**src/sv/bda_pkg.sv**
```systemverilog
// shared types, constants and helpers for the banker's algorithm admission checker
package bda_pkg;

  localparam int NUM_PROCESSES = 4;
  localparam int NUM_RESOURCES = 4;

  localparam int PROC_W  = (NUM_PROCESSES > 1) ? $clog2(NUM_PROCESSES) : 1;
  localparam int COUNT_W = 8;
  localparam int WORK_W  = 12;
  localparam logic [WORK_W-1:0] WORK_MAX = {WORK_W{1'b1}};

  // input beat layout
  localparam int IN_ACT_LSB  = 0;
  localparam int IN_ACT_W    = 3;
  localparam int IN_PROC_LSB = 3;
  localparam int IN_PROC_W   = 4;
  localparam int IN_AMT_LSB  = 7;
  localparam int IN_AMT_SLOTS = 4;
  localparam int IN_DATA_W   = 40;

  // output beat layout
  localparam int KIND_W    = 2;
  localparam int STATUS_W  = 3;
  localparam int OUT_DATA_W = 8;

  // action codes
  localparam logic [IN_ACT_W-1:0] ACT_LOAD_MAX   = 3'd0;
  localparam logic [IN_ACT_W-1:0] ACT_LOAD_ALLOC = 3'd1;
  localparam logic [IN_ACT_W-1:0] ACT_SET_AVAIL  = 3'd2;
  localparam logic [IN_ACT_W-1:0] ACT_CHECK      = 3'd3;
  localparam logic [IN_ACT_W-1:0] ACT_REQUEST    = 3'd4;

  // result kinds
  localparam logic [KIND_W-1:0] KIND_ACK     = 2'd0;
  localparam logic [KIND_W-1:0] KIND_ORDER   = 2'd1;
  localparam logic [KIND_W-1:0] KIND_VERDICT = 2'd2;

  // status codes
  localparam logic [STATUS_W-1:0] STAT_ACCEPTED  = 3'd0;
  localparam logic [STATUS_W-1:0] STAT_SAFE      = 3'd1;
  localparam logic [STATUS_W-1:0] STAT_UNSAFE    = 3'd2;
  localparam logic [STATUS_W-1:0] STAT_REFUSED   = 3'd3;
  localparam logic [STATUS_W-1:0] STAT_ABOVE_MAX = 3'd4;

  typedef logic [COUNT_W-1:0] count_t;
  typedef logic [WORK_W-1:0]  work_t;
  typedef count_t [NUM_RESOURCES-1:0] row_t;
  typedef work_t  [NUM_RESOURCES-1:0] work_vec_t;
  typedef logic [PROC_W-1:0] proc_idx_t;

  typedef enum logic [1:0] {
    ST_IDLE,
    ST_SCAN,
    ST_VERDICT
  } state_t;

  // what one lane reports for its process
  typedef struct packed {
    logic      fits;
    work_vec_t sum;
  } lane_res_t;

  typedef lane_res_t [NUM_PROCESSES-1:0] lane_res_vec_t;

  // merged outcome of one scan step
  typedef struct packed {
    logic      found;
    proc_idx_t idx;
    work_vec_t work;
  } pick_t;

  function automatic count_t need_of(input count_t m, input count_t a);
    return (m >= a) ? count_t'(m - a) : '0;
  endfunction

  function automatic work_t sat_add(input work_t w, input count_t a);
    logic [WORK_W:0] s;
    s = {1'b0, w} + (WORK_W + 1)'(a);
    return (s > {1'b0, WORK_MAX}) ? WORK_MAX : s[WORK_W-1:0];
  endfunction

endpackage

```
**src/sv/bankers_deadlock_avoidance_core.sv**
```systemverilog
// top level of the banker's algorithm admission checker
//
//  channel   | dir | beat contents
//  s_*       | in  | s_tdata: action[2:0] process[6:3] amount_0..amount_3[38:7], pad
//  m_*       | out | m_tdata: order_process[3:0] status[6:4], pad; m_tuser: kind;
//            |     | m_tlast: last
//
// row loads, set available, unused codes and refused requests: one beat
// safety check and granted request: a start step, then one order beat per finished
// process in the scan (one lane per process, all rows tested at once), a step in which no
// lane fits, then the verdict beat
// one item at a time; the scan holds while the output register is not taken
// rst clears the tables, available vector, scan state and output valid
module bankers_deadlock_avoidance_core (
  input  logic                           clk,
  input  logic                           rst,
  input  logic                           s_tvalid,
  output logic                           s_tready,
  // action, process, amount_0, amount_1, amount_2, amount_3
  input  logic [bda_pkg::IN_DATA_W-1:0]  s_tdata,
  output logic                           m_tvalid,
  input  logic                           m_tready,
  // order_process, status
  output logic [bda_pkg::OUT_DATA_W-1:0] m_tdata,
  // kind
  output logic [bda_pkg::KIND_W-1:0]     m_tuser,
  output logic                           m_tlast
);

  bda_pkg::state_t state, state_next;

  bda_pkg::row_t max_tab   [bda_pkg::NUM_PROCESSES];
  bda_pkg::row_t alloc_tab [bda_pkg::NUM_PROCESSES];
  bda_pkg::row_t avail;
  bda_pkg::work_vec_t work;
  logic [bda_pkg::NUM_PROCESSES-1:0] finished;
  logic is_req;
  bda_pkg::proc_idx_t req_proc;
  bda_pkg::row_t req_amt;

  logic [bda_pkg::KIND_W-1:0]   out_kind;
  logic [bda_pkg::IN_PROC_W-1:0] out_proc;
  logic [bda_pkg::STATUS_W-1:0] out_status;

  logic [bda_pkg::IN_ACT_W-1:0]  act;
  logic [bda_pkg::IN_PROC_W-1:0] proc_in;
  bda_pkg::row_t amt_in;
  bda_pkg::proc_idx_t rd_idx;
  bda_pkg::row_t max_rd, alloc_rd;
  logic proc_ok, max_bad, alloc_bad, req_bad, safe;

  logic out_free, accept, emit, emit_last;
  logic [bda_pkg::KIND_W-1:0]   emit_kind;
  logic [bda_pkg::IN_PROC_W-1:0] emit_proc;
  logic [bda_pkg::STATUS_W-1:0] emit_status;
  logic wr_max, wr_alloc, wr_avail, grant, start_scan, step, rollback, is_req_next;

  bda_pkg::lane_res_vec_t lanes;
  bda_pkg::pick_t pick;

  // input unpack
  always_comb begin
    act     = s_tdata[bda_pkg::IN_ACT_LSB +: bda_pkg::IN_ACT_W];
    proc_in = s_tdata[bda_pkg::IN_PROC_LSB +: bda_pkg::IN_PROC_W];
    for (int j = 0; j < bda_pkg::NUM_RESOURCES; j++)
      amt_in[j] = s_tdata[bda_pkg::IN_AMT_LSB + bda_pkg::COUNT_W*j +: bda_pkg::COUNT_W];
  end

  assign proc_ok = (int'(proc_in) < bda_pkg::NUM_PROCESSES);

  // single row read port: input row while idle, granted row for rollback
  assign rd_idx   = (state == bda_pkg::ST_IDLE) ? proc_in[bda_pkg::PROC_W-1:0] : req_proc;
  assign max_rd   = max_tab[rd_idx];
  assign alloc_rd = alloc_tab[rd_idx];

  always_comb begin
    max_bad   = 1'b0;
    alloc_bad = 1'b0;
    req_bad   = 1'b0;
    for (int j = 0; j < bda_pkg::NUM_RESOURCES; j++) begin
      if (amt_in[j] < alloc_rd[j]) max_bad = 1'b1;
      if (amt_in[j] > max_rd[j]) alloc_bad = 1'b1;
      if (amt_in[j] > bda_pkg::need_of(max_rd[j], alloc_rd[j]) || amt_in[j] > avail[j])
        req_bad = 1'b1;
    end
  end

  assign safe = &finished;

  for (genvar p = 0; p < bda_pkg::NUM_PROCESSES; p++) begin : g_lane
    bda_lane u_lane (
      .work      (work),
      .max_row   (max_tab[p]),
      .alloc_row (alloc_tab[p]),
      .done      (finished[p]),
      .res       (lanes[p])
    );
  end

  bda_merge u_merge (
    .lanes (lanes),
    .pick  (pick)
  );

  assign out_free = !m_tvalid || m_tready;
  assign s_tready = (state == bda_pkg::ST_IDLE) && out_free;
  assign accept   = s_tvalid && s_tready;

  always_ff @(posedge clk) begin
    if (rst) state <= bda_pkg::ST_IDLE;
    else     state <= state_next;
  end

  always_comb begin
    state_next  = state;
    emit        = 1'b0;
    emit_kind   = bda_pkg::KIND_ACK;
    emit_proc   = '0;
    emit_status = bda_pkg::STAT_ACCEPTED;
    emit_last   = 1'b1;
    wr_max      = 1'b0;
    wr_alloc    = 1'b0;
    wr_avail    = 1'b0;
    grant       = 1'b0;
    start_scan  = 1'b0;
    step        = 1'b0;
    rollback    = 1'b0;
    is_req_next = is_req;
    unique case (state)
      bda_pkg::ST_IDLE: begin
        if (accept) begin
          unique case (act)
            bda_pkg::ACT_LOAD_MAX: begin
              emit = 1'b1;
              if (proc_ok && max_bad) emit_status = bda_pkg::STAT_ABOVE_MAX;
              wr_max = proc_ok && !max_bad;
            end
            bda_pkg::ACT_LOAD_ALLOC: begin
              emit = 1'b1;
              if (proc_ok && alloc_bad) emit_status = bda_pkg::STAT_ABOVE_MAX;
              wr_alloc = proc_ok && !alloc_bad;
            end
            bda_pkg::ACT_SET_AVAIL: begin
              emit     = 1'b1;
              wr_avail = 1'b1;
            end
            bda_pkg::ACT_CHECK: begin
              start_scan  = 1'b1;
              is_req_next = 1'b0;
              state_next  = bda_pkg::ST_SCAN;
            end
            bda_pkg::ACT_REQUEST: begin
              if (!proc_ok || req_bad) begin
                emit        = 1'b1;
                emit_kind   = bda_pkg::KIND_VERDICT;
                emit_status = bda_pkg::STAT_REFUSED;
              end else begin
                grant       = 1'b1;
                start_scan  = 1'b1;
                is_req_next = 1'b1;
                state_next  = bda_pkg::ST_SCAN;
              end
            end
            default: begin
              emit = 1'b1;
            end
          endcase
        end
      end
      bda_pkg::ST_SCAN: begin
        if (out_free) begin
          if (pick.found) begin
            emit      = 1'b1;
            emit_kind = bda_pkg::KIND_ORDER;
            emit_proc = bda_pkg::IN_PROC_W'(pick.idx);
            emit_last = 1'b0;
            step      = 1'b1;
          end else begin
            state_next = bda_pkg::ST_VERDICT;
          end
        end
      end
      bda_pkg::ST_VERDICT: begin
        if (out_free) begin
          emit        = 1'b1;
          emit_kind   = bda_pkg::KIND_VERDICT;
          emit_status = safe ? bda_pkg::STAT_SAFE : bda_pkg::STAT_UNSAFE;
          rollback    = is_req && !safe;
          state_next  = bda_pkg::ST_IDLE;
        end
      end
      default: begin
        state_next = bda_pkg::ST_IDLE;
      end
    endcase
  end

  // tables and scan state
  always_ff @(posedge clk) begin
    if (rst) begin
      for (int p = 0; p < bda_pkg::NUM_PROCESSES; p++) begin
        max_tab[p]   <= '0;
        alloc_tab[p] <= '0;
      end
      avail    <= '0;
      work     <= '0;
      finished <= '0;
      is_req   <= 1'b0;
    end else begin
      is_req <= is_req_next;
      if (wr_max)   max_tab[rd_idx]   <= amt_in;
      if (wr_alloc) alloc_tab[rd_idx] <= amt_in;
      if (wr_avail) avail <= amt_in;
      if (grant) begin
        for (int j = 0; j < bda_pkg::NUM_RESOURCES; j++) begin
          alloc_tab[rd_idx][j] <= alloc_rd[j] + amt_in[j];
          avail[j]             <= avail[j] - amt_in[j];
        end
      end
      if (rollback) begin
        for (int j = 0; j < bda_pkg::NUM_RESOURCES; j++) begin
          alloc_tab[rd_idx][j] <= alloc_rd[j] - req_amt[j];
          avail[j]             <= avail[j] + req_amt[j];
        end
      end
      if (start_scan) begin
        finished <= '0;
        for (int j = 0; j < bda_pkg::NUM_RESOURCES; j++)
          work[j] <= grant ? bda_pkg::work_t'(avail[j] - amt_in[j])
                           : bda_pkg::work_t'(avail[j]);
      end
      if (step) begin
        finished[pick.idx] <= 1'b1;
        work               <= pick.work;
      end
    end
  end

  // granted request kept for a possible rollback
  always_ff @(posedge clk) begin
    if (grant) begin
      req_proc <= rd_idx;
      req_amt  <= amt_in;
    end
  end

  // output register
  always_ff @(posedge clk) begin
    if (rst) begin
      m_tvalid <= 1'b0;
    end else if (emit) begin
      m_tvalid <= 1'b1;
    end else if (m_tready) begin
      m_tvalid <= 1'b0;
    end
  end

  always_ff @(posedge clk) begin
    if (emit) begin
      out_kind   <= emit_kind;
      out_proc   <= emit_proc;
      out_status <= emit_status;
      m_tlast    <= emit_last;
    end
  end

  assign m_tdata = {{(bda_pkg::OUT_DATA_W - bda_pkg::IN_PROC_W - bda_pkg::STATUS_W){1'b0}},
                    out_status, out_proc};
  assign m_tuser = out_kind;

  // single-beat actions answer in the next cycle with a closing beat
  a_single_beat: assert property (@(posedge clk) disable iff (rst)
    accept && act != bda_pkg::ACT_CHECK && act != bda_pkg::ACT_REQUEST
    |=> m_tvalid && m_tlast)
    else $error("single-beat action did not answer with a closing beat");

  // order entries never close a run
  a_order_not_last: assert property (@(posedge clk) disable iff (rst)
    m_tvalid && m_tuser == bda_pkg::KIND_ORDER |-> !m_tlast)
    else $error("order entry marked last");

  // finished set only grows while scanning
  a_finished_grows: assert property (@(posedge clk) disable iff (rst)
    state == bda_pkg::ST_SCAN |=> (finished & $past(finished)) == $past(finished))
    else $error("finished process dropped during scan");

  // no new item while a check is in progress
  a_no_accept_busy: assert property (@(posedge clk) disable iff (rst)
    state == bda_pkg::ST_SCAN || state == bda_pkg::ST_VERDICT |-> !accept)
    else $error("item accepted during scan");

endmodule

```
**src/sv/bda_lane.sv**
```systemverilog
// one scan lane: fit test and released work vector for a single process
module bda_lane (
  input  bda_pkg::work_vec_t work,
  input  bda_pkg::row_t      max_row,
  input  bda_pkg::row_t      alloc_row,
  input  logic               done,
  output bda_pkg::lane_res_t res
);

  logic fit_all;

  always_comb begin
    fit_all = 1'b1;
    for (int j = 0; j < bda_pkg::NUM_RESOURCES; j++) begin
      if (work[j] < bda_pkg::work_t'(bda_pkg::need_of(max_row[j], alloc_row[j])))
        fit_all = 1'b0;
      res.sum[j] = bda_pkg::sat_add(work[j], alloc_row[j]);
    end
    res.fits = fit_all && !done;
  end

endmodule

```
**src/sv/bda_merge.sv**
```systemverilog
// merges lane results: lowest fitting process wins, its work vector goes forward
module bda_merge (
  input  bda_pkg::lane_res_vec_t lanes,
  output bda_pkg::pick_t         pick
);

  always_comb begin
    pick = '0;
    // walk down so the lowest index is left standing
    for (int i = bda_pkg::NUM_PROCESSES - 1; i >= 0; i--) begin
      if (lanes[i].fits) begin
        pick.found = 1'b1;
        pick.idx   = bda_pkg::proc_idx_t'(i);
        pick.work  = lanes[i].sum;
      end
    end
  end

endmodule

```
**config.mk**
```make
export PLATFORM = sky130hd
export DESIGN_NAME = bankers_deadlock_avoidance_core
export DESIGN_NICKNAME = d
export VERILOG_FILES = /design/src/sv/bda_pkg.sv /design/src/sv/bankers_deadlock_avoidance_core.sv /design/src/sv/bda_lane.sv /design/src/sv/bda_merge.sv
export SDC_FILE = /design/constraint.sdc
export NUM_CORES = 2
export LEC_CHECK = 0
export BUFFER_PORTS_ARGS = -buffer_cell sky130_fd_sc_hd__buf_2
export CAP_MARGIN = 20
export CORE_MARGIN = 2
export CORE_UTILIZATION = 40
export CTS_CLUSTER_SIZE = 40
export DETAILED_ROUTE_END_ITERATION = 6
export PLACE_DENSITY = 0.58
export SYNTH_ARGS = -nofsm -noshare
export SYNTH_HDL_FRONTEND = slang
export SYNTH_SLANG_ARGS = --single-unit
```
**constraint.sdc**
```tcl
create_clock -name clk -period 12.5 [get_ports clk]
set_input_delay 1.25 -clock clk [delete_from_list [all_inputs] [get_ports clk]]
set_output_delay 1.25 -clock clk [all_outputs]
set_load 0.05 [all_outputs]
```
==> metrics.csv <==
stage,metric,value,unit
synth,top post-synthesis cells by area,"edfxtp_1, ha_1, nor2_1",
synth,sequential element share of the synthesized area,26.3,%
sta,RSZ-0062 raised after global routing,false,
synth,Async SR Flop Fraction,0,%
synth,Yosys top cell by area,edfxtp_1,
sta,Final min period,9.80,ns
critical_path,critical path startpoint category,input port,
clock_network,worst-case clock buffer depth,3,
route,Post-DRT Antenna Nets,0,
critical_path,critical path peak fanout,37,
synth,Mapped Cells,4649,
clock_network,# H-tree levels,2,
critical_path,Critical Path Sink Type,register,
global_route,Overflow after GRT,0,
final_layout,"Core Util, Final",43.5,%
final_layout,Layout Cells excl Fill,6069,
power_and_ir_drop,leakage,19.2,nW
power_and_ir_drop,Combinational Power Share,29.3,%
placement,port buffer count,52,
route,Wirelength per Cell,25.3,um
sta,final setup fails,0,
power_and_ir_drop,Pint,2.64,mW
floorplanning,Core Area,101000,um2
final_layout,Final #Nets,5358,
global_route,Top Usage Layer GRT,met2,
global_route,pin count of the biggest net entering global routing,50,
global_route,number of global-route vias before repair,34800,
synth,post-synth top area share,22.0,%
synth,most instantiated cells after synthesis,"ha_1, nor2_1, inv_1",
power_and_ir_drop,Max rail drop VDD,0.106,mV
global_route,M1 GR Usage,38.1,%
synth,"EDFF count, synth",298,
clock_network,clk root buf,clkbuf_16,
power_and_ir_drop,sequential power share,36.4,%
global_route,initial antenna violation count,4,
floorplanning,die height,323,um
sta,Final TNS setup,0,ns
final_layout,final instance area,44100,um2
synth,Synth cell types,98,
global_route,M2 GR Usage,46.8,%
sta,fin crit share,78.4,%
floorplanning,Ports,57,
power_and_ir_drop,Clock Power Share,34.4,%
job,max-cap violations,0,
synth,cell area after synthesis,40700,um2
synth,mean post-synth cell area,8.76,um2
sta,Max Fclk,0.102,GHz
floorplanning,Die Width,323,um
placement,Placement Cell Area,42600,um2
status,status,completed,
final_layout,area grow syn2layout,8.35,%
placement,Final Wtd Congestion,0.986,
synth,most frequent cell after synthesis,ha_1,
route,1st-iter DRT viols,3586,
placement,Post-DP HPWL,119,mm
clock_network,postcts setup bufs,0,
global_route,met3 Track Usage GR,5.60,%
final_layout,ratio of cells with drive above 1 in the final layout,6.91,%
synth,dominant synthesized flop cell,edfxtp_1,
power_and_ir_drop,Sw Ratio,34.9,%
clock_network,cts repair resizes,0,
hold_path,Hold Path Class,reg -> reg,
floorplanning,Die ar.,104000,um2
critical_path,critical path arrival,10.02,ns
sta,final hold vios,0,
route,vias after detailed routing,36300,
critical_path,critical path type,in -> reg,
sta,max_slew headroom,21.9,%
sta,Worst Tran Pin Value,1.16,ns
sta,Clock Skews,0.0497,ns
power_and_ir_drop,Pwr Density,91.7,nW/um2
clock_network,Worst-path clk slew,0.06,ns
clock_network,CTS sink cnt,386,
power_and_ir_drop,P_sw,1.41,mW
route,vias per cell,5.98,
clock_network,total CTS buffers,46,
global_route,GRT Total Usage,29.1,%
route,WL final,154,mm
synth,synthesis warning total,0,
final_layout,antenna cells,0,
sta,Max Slew Vio Count,0,
placement,# placed instances,5982,
route,Pre-antenna DRT Iters,6,
global_route,first-pass GRT wire length,225,mm
floorplanning,# rows,117,
synth,#FFs+latches synth,386,
clock_network,"Clk Latency, worst-skew pair",0.65,ns
route,Post-route DRC,0,
critical_path,CP required,12.72,ns
final_layout,Fill cells,9981,
floorplanning,initial core utilization,40.2,%
clock_network,hold_buf cts,0,
clock_network,CTS tree,done,
-- worst max-delay path: stages --
cell      delay [ns]
buf_2           0.19
or3b_1          0.49
and2_1          0.38
inv_4           0.54
buf_4           0.62
mux4_2          0.46
inv_1           0.13
ha_1            0.28
nor2b_1         0.15
o21ai_0         0.14
nand2b_1        0.11
a21o_1          0.18
a21oi_1         0.20
o21ai_0         0.13
a21o_1          0.19
a21o_1          0.26
nand2b_1        0.10
ha_1            0.24
a21oi_1         0.13
o21a_1          0.13
o221ai_1        0.28
a22o_1          0.36
or4_1           0.85
or2_1           0.44
a31o_2          0.45
or3_1           0.41
nand2_2         0.84
-- power groups by stage --
stage	clock network, mW	logic, mW	registers (mW)
global placement	0	1.15	1.50
CTS	1.40	1.17	1.47
finish	1.39	1.19	1.47
global route	1.44	1.31	1.47
detailed placement	0	1.16	1.50
floorplan	0	0.809	1.47
-- stage by stage --
step	hold WS (ns)	worst slack, ns	total power, mW
final	0.484	2.70	4.05
after detailed placement	0.474	2.17	2.66
after global placement	0.463	2.25	2.65
after CTS	0.481	2.81	4.04
after global routing	0.509	2.38	4.22
after floorplan	0.445	3.55	2.28
-- cell families (layout without fill, tap and decap cells) --
logic type	count (synthesis)	count (layout)	synth area share (%)
AOI/OAI and AO/OA	1233	1233	19.9
other	1	3	0.00921
muxes	144	144	5.47
buffers and inverters	521	571	5.00
adders and majority gates	656	656	21.0
DFF	386	386	26.3
and+or+nand+nor	1396	1396	15.7
xor gates and xnor gates	312	312	6.71
-- worst paths after layout --
check                                            from                        endpoint  cells after the start  slack [ns]
worst max-delay path                       s_tdata[4]  alloc_tab[2][10]$_SDFFCE_PN0P_                     27        2.70
worst min-delay path              is_req$_SDFFE_PP0P_             is_req$_SDFFE_PP0P_                      2        0.48
worst min register to register    is_req$_SDFFE_PP0P_             is_req$_SDFFE_PP0P_                      2        0.48
worst max register to register  state[0]$_SDFFE_PP0P_  alloc_tab[2][10]$_SDFFCE_PN0P_                     27        2.96
-- per-layer routing --
metal	vias to the layer above	share of wire, %
met5	-	0.022
met4	6	4.8
met3	299	8.7
met2	1483	45
met1	17500	42
li1	17000	-
-- layout make-up --
cell class,instances,area (um2),share of cell area (%)
inverters,373,1400,3.18
clock buffers,52,1200,2.73
clock inverters,34,304,0.689
well taps,1368,1710,3.88
repair buffers,112,731,1.66
flip-flops and latches,386,10700,24.3
multi-input cells,3744,28100,63.6
-- placed cells by master, fill, tap and decap left out, drive strengths merged, types with 52 or more instances in the layout --
| cell | instances |
|---|---|
| dfxtp | 88 |
| a211oi | 56 |
| edfxtp | 298 |
| ha | 603 |
| xor2 | 124 |
| nor3 | 100 |
| a21oi | 311 |
| mux4 | 61 |
| nand4 | 53 |
| o21bai | 69 |
| mux2i | 65 |
| a21o | 186 |
| xnor2 | 188 |
| o21a | 52 |
| nand2 | 345 |
| clkbuf | 52 |
| buf | 112 |
| nor2b | 68 |
| nand3 | 68 |
| inv | 375 |
| o21ai | 232 |
| nor2 | 566 |
-- flip-flops by register name, indices dropped and copies added (netlist names) --
signal	count
m_tvalid	1
req_amt	32
work	48
finished	4
out_proc	2
req_proc	2
state	2
m_tuser	2
max_tab	128
is_req	1
avail	32
out_status	3
m_tlast	1
alloc_tab	128
No activity file was read; power rests on OpenSTA's default activity.
